$ cat src/hdl/ebl_pkg.sv
//------------------------------------------------------------------------------
// ebl_pkg
// shared types and constants of the expiring block list table
//------------------------------------------------------------------------------
`default_nettype none

package ebl_pkg;

   localparam int unsigned ENTRIES_DEFAULT = 256;
   localparam int unsigned KEY_W    = 64;
   localparam int unsigned NOW_W    = 32;
   localparam int unsigned TTL_W    = 31;
   localparam int unsigned EXP_W    = 33;
   localparam int unsigned COUNT_W  = 9;
   localparam int unsigned REQ_W    = 2;
   localparam logic [TTL_W-1:0] TTL_RESET = 31'd60;

   typedef enum logic [REQ_W-1:0] {
      REQ_RECORD = 2'd0,
      REQ_LOOKUP = 2'd1,
      REQ_SWEEP  = 2'd2,
      REQ_NONE   = 2'd3
   } req_type_type;

   // classified command handed from front to back
   typedef enum logic [1:0] {
      CMD_NOP    = 2'd0,
      CMD_RECORD = 2'd1,
      CMD_LOOKUP = 2'd2,
      CMD_SWEEP  = 2'd3
   } cmd_type;

   typedef struct packed {
      cmd_type           cmd;
      logic              do_sweep;
      logic [KEY_W-1:0]  key;
      logic [NOW_W-1:0]  now;
      logic [EXP_W-1:0]  expiry;
   } job_type;

endpackage

`default_nettype wire

$ cat src/hdl/ebl_front.sv
//------------------------------------------------------------------------------
// ebl_front
// accepts requests, classifies them and queues jobs for the back end
//------------------------------------------------------------------------------
`default_nettype none

module ebl_front (
   input  wire logic                          clock,
   input  wire logic                          reset,
   input  wire logic                          req_valid,
   output logic                               req_stall,
   input  wire logic [ebl_pkg::REQ_W-1:0]     req_req_type,
   input  wire logic [ebl_pkg::KEY_W-1:0]     req_key,
   input  wire logic                          req_key_empty,
   input  wire logic [ebl_pkg::NOW_W-1:0]     req_now,
   input  wire logic [ebl_pkg::TTL_W-1:0]     ttl,
   output logic                               job_valid,
   input  wire logic                          job_take,
   output ebl_pkg::job_type                   job
);

   // two-entry job queue
   ebl_pkg::job_type                  q_ff [2];
   logic [1:0]                        cnt_ff, cnt_in;
   logic                              rd_ff, rd_in;
   logic                              wr_ff, wr_in;
   logic [ebl_pkg::NOW_W-1:0]         last_ff, last_in;
   ebl_pkg::job_type                  new_job;
   logic                              push, pop;

   assign req_stall = (cnt_ff == 2'd2);
   assign push      = req_valid & ~req_stall;
   assign job_valid = (cnt_ff != 2'd0);
   assign pop       = job_valid & job_take;
   assign job       = q_ff[rd_ff];

   always_comb begin
      new_job.key      = req_key;
      new_job.now      = req_now;
      new_job.expiry   = {1'b0, req_now} + {2'b00, ttl};
      new_job.do_sweep = 1'b0;
      last_in          = last_ff;
      unique case (ebl_pkg::req_type_type'(req_req_type))
         ebl_pkg::REQ_RECORD: begin
            new_job.cmd = req_key_empty ? ebl_pkg::CMD_NOP : ebl_pkg::CMD_RECORD;
            if (!req_key_empty && req_now != last_ff) begin
               new_job.do_sweep = 1'b1;
               last_in          = req_now;
            end
         end
         ebl_pkg::REQ_LOOKUP:
            new_job.cmd = req_key_empty ? ebl_pkg::CMD_NOP : ebl_pkg::CMD_LOOKUP;
         ebl_pkg::REQ_SWEEP: begin
            new_job.cmd      = ebl_pkg::CMD_SWEEP;
            new_job.do_sweep = 1'b1;
         end
         default:
            new_job.cmd = ebl_pkg::CMD_NOP;
      endcase
      if (!push) last_in = last_ff;
      cnt_in = cnt_ff + {1'b0, push} - {1'b0, pop};
      rd_in  = rd_ff ^ pop;
      wr_in  = wr_ff ^ push;
   end

   always_ff @(posedge clock) begin
      if (push) q_ff[wr_ff] <= new_job;
      if (reset) begin
         cnt_ff  <= '0;
         rd_ff   <= 1'b0;
         wr_ff   <= 1'b0;
         last_ff <= '0;
      end else begin
         cnt_ff  <= cnt_in;
         rd_ff   <= rd_in;
         wr_ff   <= wr_in;
         last_ff <= last_in;
      end
   end

endmodule

`default_nettype wire

$ cat config.mk
export PLATFORM = sky130hd
export DESIGN_NAME = ebl_front
export DESIGN_NICKNAME = d
export VERILOG_FILES = /design/src/hdl/ebl_pkg.sv /design/src/hdl/ebl_front.sv
export SDC_FILE = /design/constraint.sdc
export NUM_CORES = 1
export LEC_CHECK = 0
export BUFFER_PORTS_ARGS = -buffer_cell sky130_fd_sc_hd__buf_2
export CAP_MARGIN = 20
export CORE_MARGIN = 2
export CORE_UTILIZATION = 46
export DETAILED_ROUTE_END_ITERATION = 10
export GPL_TIMING_DRIVEN = 0
export HOLD_SLACK_MARGIN = 0.06
export PLACE_DENSITY = 0.69
export SLEW_MARGIN = 5
export SYNTH_ARGS = -nofsm -noshare
export SYNTH_HDL_FRONTEND = slang
export SYNTH_SLANG_ARGS = --single-unit
$ cat constraint.sdc
create_clock -name clock -period 7.09 [get_ports clock]
set_input_delay 1.7725 -clock clock [delete_from_list [all_inputs] [get_ports clock]]
set_output_delay 1.7725 -clock clock [all_outputs]
set_load 0.005 [all_outputs]
# After elaboration in Yosys (flattened, before gate mapping)
# Memories as Yosys holds them, arrays and structs flattened. A register that Yosys moved wholly into a read port is not among the register bits.
# Cells that the tools add are included.
# classes
add_sub_neg	3
n_eq_ne	4
mux	8
n_bitwise	5
n_reduce_logical	5
# op_table
op	n
32-bit by 31-bit adder with 33-bit output	1
32-bit != test	1
2-bit one-hot mux with 3 select lines	1
1-bit 2-to-1 mux	5
2-bit equality test (second input constant)	2
3-bit AND reduction	1
2-bit by 1-bit adder with 2-bit output	1
1-bit bitwise AND	2
2-bit by 1-bit equality test with 1-bit output (second input constant)	1
2-bit logical NOT	1
2-bit 2-to-1 mux	1
1-bit one-hot mux with 2 select lines	1
2-bit nonzero test	1
2-bit by 1-bit subtractor with 2-bit output	1
1-bit XOR	2
1-bit logical AND	1
1-bit logical NOT	1
1-bit inverter	1
# word_totals
regBits	36
ram_bits	264
inputBits	134
out_inout_bits	134
wordCells	30
mem_count	1
# mem_list
memory	depth	word_bits	rd	rd_clocked_by_memory_dff	write_ports	line_no	text
q_ff	2	132	1	1	1	ebl_front.sv:23	ebl_pkg::job_type q_ff [2];

# Logic depth before layout (Yosys ltp)
# Gate-level depths: netlist (run 1).
# depth
depth_word	5
ltp_mapped	8
depth_no_buf	8

# Least setup slack after synthesis (run 1)
# Ideal clock, no wire load.
# synth_path
kind	input-to-reg
start	in req_valid
end	mem q_ff[1][0] in the netlist's numbering, enable pin
setup_time_ns	0.508
arrival_time_ns	5.014
t_required_ns	6.582
slack_ns	1.569
stages	3
path_buffers	0
path_cell_list	o21ai_1 inv_1 ha_1
# synth_via
elab_chain_len	3
# synth_rtl
element	line_no	text
start, declared	ebl_front.sv:10	input wire logic req_valid,
1-bit bitwise AND	ebl_front.sv:32	assign push = req_valid & ~req_stall;
1-bit 2-to-1 mux	ebl_front.sv:67	if (push) q_ff[wr_ff] <= new_job;
1-bit 2-to-1 mux (not written as such)	ebl_front.sv:67	
end, declared	ebl_front.sv:23	
# Every way passes these cells.

==> flow_summary.json, run 1 <==
{
  "ys_seq_area_share_pct": 67.1,
  "pwr-share-seq_pct": 45.2,
  "antenna_found_initial": 3,
  "ctsResizeCount": 0,
  "syn-cell-area_sq_um": 12900,
  "path_common_cell": "clkbuf_1",
  "synth_mux_area_share_pct": 14.0,
  "yosys.area_share.simple_pct": 4.62,
  "postCtsSetupBuffers": 0,
  "cts.sinks": 300,
  "final_nets": 1295,
  "synth_compound_area_share_pct": 5.27,
  "n_antenna_cell": 0,
  "hold_path.class": "register to register",
  "cp_slowest_cell": "clkbuf_1",
  "grt_pass1_vias": 7875,
  "crit_start": "rd_ff",
  "gp_congestion": 0.851,
  "fin_setup_tns_ns": 0,
  "ys.flop_type": "edfxtp_1",
  "hold_viol": 0,
  "crit_end": "job[52]",
  "rsz0062_at_grt": "false",
  "crit_family": "buffers and inverters",
  "start_kind": "register",
  "final_cell_mix": "buf_2, edfxtp_1, mux2_2, xnor2_1, nor2_1",
  "end_kind": "primary output",
  "async_reset_ff_share_pct": 0,
  "vias": 7910,
  "worst_slew_pin_slew_ns": 0.813,
  "wl_per_cell_microns": 18.9,
  "r2r_cells": 5,
  "cts-htree-levels": 1,
  "power_density_nw_per_um2": 324,
  "fin_worst_skew_ns": 0.00986,
  "synth-seq-cells": 300,
  "dpl.hpwl_microns": 20800,
  "synthXorXnorAreaFrac_pct": 4.21,
  "row_count": 61,
  "fin_crit_sh_pct": 68.5,
  "clockBufferDepth": 3,
  "cp.arrival_ns": 3.09,
  "setup_viol": 0,
  "synth_top_family_by_area": "multiplexers",
  "root_buffer": "clkbuf_16",
  "cp.required_ns": 5.32,
  "p_sw_mw": 1.38,
  "drv_cap": 0,
  "grt_start_max_net_pins": 53,
  "synth_edf_count": 264,
  "drc": 0,
  "clk_pin_slew_worst_paths_ns": 0.06,
  "cts_buffers": 31,
  "p_sw_share_pct": 27.0,
  "drtIter0Drc": 440,
  "nFillCells": 2300,
  "postLayoutCellArea_sq_um": 15800,
  "leakage_nw": 5.81,
  "r2r_setup_slack_ns": 4.82,
  "path_cells": "clkbuf_1 > clkbuf_1 > clkbuf_1 > mux2_2 > buf_2",
  "cpPeakStageDelay_ns": 0.65,
  "vdd_drop_max_v": 0.000206,
  "regToRegEndpoint": "q_ff[0][112]",
  "coreArea_sq_um": 27700,
  "post_dp_cell_area_sq_um": 14800,
  "rr_startpoint": "cnt_ff[0]",
  "post-route-min-period_ns": 4.86,
  "p_clk_share_pct": 29.4,
  "p_int_mw": 3.73,
  "outcome": "complete, no violations",
  "cts_tree": "built",
  "critPathMaxFanout": 10,
  "holdBufCountCts": 0,
  "fmax_ghz": 0.206,
  "io_pins": 268,
  "netlist-cell-type-count": 55,
  "drt-pass1-iter-count": 4,
  "insertion_delay_ns": 0.56,
  "vias_per_cell": 5.18,
  "final_common_cell": "buf_2",
  "avgSynthCellArea_sq_um": 15.7,
  "syn_nets": 992,
  "synthCells": 822,
  "start_util_pct": 46.5,
  "groute.usage.overall_pct": 19.0,
  "synth_fa_ha_area_share_pct": 3.55,
  "drive_above_1_share_pct": 39.7,
  "slew_violations": 0,
  "critical_path_buf_inv_count": 4,
  "area.growth.synth_to_final_pct": 22.2,
  "p_comb_share_pct": 25.5,
  "port_buffers": 266,
  "grt_first_pass_wirelength_microns": 42800,
  "ant_nets": 0,
  "wirelength_microns": 28800,
  "die-area_sq_um": 29400,
  "worstSetupPathType": "register to primary output",
  "dieHeight_microns": 171,
  "relSlewSlack_pct": 45.8,
  "cp.depth": 5,
  "yosys_warnings": 0,
  "grt_overflow": 0,
  "die_w_microns": 171
}
-- flip-flops by register name, summed over array words and instances (netlist names) --
signal   flops
wr_ff        1
rd_ff        1
cnt_ff       2
last_ff     32
q_ff       264
-- synthesized netlist by cell type (all sizes together) (15+ instances only) --
library cell | n | area (sq um)
a21oi | 36 | 184
clkbuf | 20 | 75.1
dfxtp | 36 | 721
edfxtp | 264 | 7930
ha | 35 | 438
inv | 15 | 56.3
mux2 | 132 | 1490
mux2i | 32 | 320
nand2 | 20 | 75.1
nor2 | 49 | 184
o21ai | 19 | 95.1
xnor2 | 53 | 464
-- power groups by stage --
stage          Sequential, mW  Combinational [mW]  Clock [mW]
2_1_floorplan            2.36               0.754           0
3_3_place_gp             2.39                1.28           0
3_5_place_dp             2.35                1.32           0
4_1_cts                  2.31                1.33        1.54
5_1_grt                  2.33                1.43        1.61
6_report                 2.31                1.30        1.50
-- logic make-up after synthesis --
kind of cell               count (synthesis)
adders and majority gates                 36
muxes                                    164
AOI/OAI and AO/OA                        100
and+or+nand+nor                          122
xor gates and xnor gates                  62
DFF                                      300
buffers and inverters                     38
-- per-layer routing --
layer | global-route usage (%) | part of all wire, % | routed length, microns
met5 | 0 | 0.094 | 27
met4 | 5.31 | 2.5 | 720
met3 | 5.52 | 8.3 | 2390
met2 | 32.7 | 48 | 13800
met1 | 23.4 | 41 | 11900
-- worst reg2reg max path: stages, from the launching register on --
cell     delay [ns]
dfxtp_1        0.37
o21ai_1        0.11
inv_1          0.15
ha_4           0.68
buf_16         0.36
buf_12         0.26
-- final cells by class --
class	count	area [sq um]	area share (%)
tap	378	473	3.00
clock buffer	42	837	5.31
inverter	15	56.3	0.357
buffer	23	109	0.691
sequential	300	8650	54.9
multi-input combinational	484	4110	26.1
timing repair buffer	270	1430	9.05
clock inverter	16	101	0.643
-- per-stage QoR --
step	instances	utilization, %	setup WS, ns	hold slack [ns]	power (mW)
after floorplan	822	-	1.57	0.482	3.11
after global placement	1466	53.1	-0.502	0.493	3.67
after detailed placement	1470	53.5	2.50	0.507	3.67
after CTS	1528	56.9	2.10	0.522	5.18
after global routing	1528	56.9	1.96	0.529	5.37
final	1528	56.9	2.23	0.517	5.11
-- worst min-delay path by stage --
stage | start | depth (start not counted) | to | slack, ns
after detailed placement | last_ff[29] | 2 | last_ff[29] | 0.51
after floorplan | last_ff[10] | 2 | last_ff[10] | 0.48
after global routing | last_ff[31] | 2 | last_ff[31] | 0.53
final | last_ff[1] | 2 | last_ff[1] | 0.52
after CTS | last_ff[31] | 2 | last_ff[31] | 0.52
after global placement | last_ff[16] | 2 | last_ff[16] | 0.49
Power figures use the tool's default switching activity.
==> run 2: changes to the inputs <==
--- a/config.mk
+++ b/config.mk
@@ -12,7 +12,7 @@
 export DETAILED_ROUTE_END_ITERATION = 10
 export GPL_TIMING_DRIVEN = 0
 export HOLD_SLACK_MARGIN = 0.06
-export PLACE_DENSITY = 0.69
+export PLACE_DENSITY = 0.72
 export SLEW_MARGIN = 5
 export SYNTH_ARGS = -nofsm -noshare
 export SYNTH_HDL_FRONTEND = slang
==> constraint.sdc (replaced) <==
create_clock -name clock -period 4.1 [get_ports clock]
set_input_delay 1.025 -clock clock [delete_from_list [all_inputs] [get_ports clock]]
set_output_delay 1.025 -clock clock [all_outputs]
set_load 0.005 [all_outputs]
==> run 2 against run 1 <==
Total power up 73%. Sequential power up 73%. First-iteration DRC count down 2.7%. Critical path depth unchanged. Worst hold slack about the same. Worst setup slack worse by 2.0 ns. Register-to-register slack worse by 2.7 ns. Final area about the same. Combinational power up 74%. Non-clock buffer count unchanged. Via count down 0.28%. Routed wire length down 0.29%. Critical path type unchanged.
==> flow_summary.json, run 2 (synthesized netlist as in run 1, its figures left out) <==
{
  "p_clk_share_pct": 29.1,
  "cts_tree": "built",
  "rsz0062_at_grt": "false",
  "fin_worst_skew_ns": 0.00609,
  "p_sw_share_pct": 27.1,
  "start_util_pct": 46.5,
  "drt-pass1-iter-count": 4,
  "p_comb_share_pct": 25.7,
  "leakage_nw": 5.80,
  "final_cell_mix": "buf_2, edfxtp_1, mux2_2, xnor2_1, nor2_1",
  "port_buffers": 266,
  "antenna_found_initial": 3,
  "grt_overflow": 0,
  "row_count": 61,
  "pwr-share-seq_pct": 45.2,
  "wl_per_cell_microns": 18.8,
  "die_w_microns": 171,
  "instances_no_fill": 1528,
  "vias": 7888,
  "cts_buffers": 31,
  "largest_register_ffs": 264,
  "clk_pin_slew_worst_paths_ns": 0.06,
  "start_kind": "register",
  "post-place-cells": 1470,
  "cts-htree-levels": 1,
  "slew_violations": 0,
  "vdd_drop_max_v": 0.000370,
  "cts.sinks": 300,
  "power_density_nw_per_um2": 559,
  "worst_slew_pin_slew_ns": 0.736,
  "area.growth.synth_to_final_pct": 22.3,
  "ant_nets": 0,
  "cp.required_ns": 3.07,
  "r2r_setup_slack_ns": 2.09,
  "grt_start_max_net_pins": 55,
  "fin_util_pct": 56.9,
  "fmax_ghz": 0.261,
  "die-area_sq_um": 29400,
  "p_sw_mw": 2.39,
  "end_kind": "primary output",
  "dieHeight_microns": 171,
  "vias_per_cell": 5.16,
  "p_int_mw": 6.42,
  "multiInputGateArea_sq_um": 4110,
  "fin_crit_sh_pct": 93.6,
  "worstSetupPathType": "register to primary output",
  "drtIter0Drc": 428,
  "max_flop_register": "q_ff",
  "hold_viol": 0,
  "groute.usage.overall_pct": 18.9,
  "insertion_delay_ns": 0.55,
  "final_nets": 1295,
  "cp.arrival_ns": 2.81,
  "fin_setup_tns_ns": 0,
  "critPathMaxFanout": 10,
  "gp_congestion": 0.846,
  "drc": 0,
  "top_regs": "q_ff x264, last_ff x32, cnt_ff x2",
  "postCtsSetupBuffers": 0,
  "root_buffer": "clkbuf_16",
  "outcome": "complete, no violations",
  "pre_cts_ws_ns": 0.221,
  "grt_first_pass_wirelength_microns": 42600,
  "finalPower_mw": 8.81,
  "wirelength_microns": 28700,
  "hold_path.class": "register to register",
  "setup_ws_ns": 0.264,
  "drv_cap": 0,
  "nFillCells": 2280,
  "regArea_sq_um": 8650,
  "clockBufferDepth": 3,
  "setup_viol": 0,
  "drive_above_1_share_pct": 39.8,
  "final_common_cell": "buf_2",
  "dpl.hpwl_microns": 20700,
  "post-route-min-period_ns": 3.84,
  "relSlewSlack_pct": 50.5,
  "coreArea_sq_um": 27700,
  "io_pins": 268,
  "grt_pass1_vias": 7765
}
==> run 2: cell types whose count changed in the layout (fill, tap and decap cells not counted), sizes merged <==
cell / previous run / this run
diode: 0 / 1
clkinvlp: 1 / 4
clkbuf: 62 / 58
==> run 2: final cells by class <==
class | count | area share, %
Clock buffer | 38 | 5.09
Inverter | 15 | 0.357
Timing Repair Buffer | 270 | 9.14
Buffer | 23 | 0.698
Tap cell | 378 | 3.00
Sequential cell | 300 | 54.8
Clock inverter | 19 | 0.801
Multi-Input combinational cell | 484 | 26.1
Antenna cell | 1 | 0.0159
==> run 2: per-layer routing <==
metal  vias up  global-route usage (%)  part of all wire [%]
met4         2                    4.86                   1.9
li1       3757                       -                     -
met5         -                       0                 0.045
met3        43                    4.67                   8.2
met2       253                    32.6                    48
met1      3833                    23.9                    42
==> run 2: through the flow <==
| stage | instance area [sq um] | hold WS (ns) |
|---|---|---|
| 6_report | 15800 | 0.516 |
| 5_1_grt | 15800 | 0.538 |
| 4_1_cts | 15800 | 0.522 |
| 3_5_place_dp | 14800 | 0.505 |
| 3_3_place_gp | 14700 | 0.493 |
| 2_1_floorplan | 12900 | 0.482 |
==> run 2: final timing paths <==
kind,start,to,depth (start not counted)
setup / recovery,rd_ff,job[61],5
hold / removal,last_ff[9],last_ff[9],2
setup reg to reg,cnt_ff[1],last_ff[19],7
hold reg to reg,last_ff[9],last_ff[9],2
==> run 2: power groups by stage <==
stage / Clock [mW] / Sequential [mW] / Combinational, mW
final: 2.56 / 3.99 / 2.26
after detailed placement: 0 / 4.05 / 2.30
after floorplan: 0 / 4.08 / 1.30
after CTS: 2.63 / 3.99 / 2.32
after global placement: 0 / 4.12 / 2.21
after global routing: 2.74 / 4.03 / 2.49
==> run 2: worst max-delay path, stage by stage, from the launching register on <==
cell	delay, ns
dfxtp_1	0.30
clkbuf_1	0.37
clkbuf_2	0.42
clkbuf_1	0.60
mux2_2	0.41
buf_2	0.15
==> run 2: repair_timing <==
item,CTS,global route
hold buffers,0,0
hold endpoints to repair,0,0
setup endpoints to repair,70,0
resized for setup,1,0
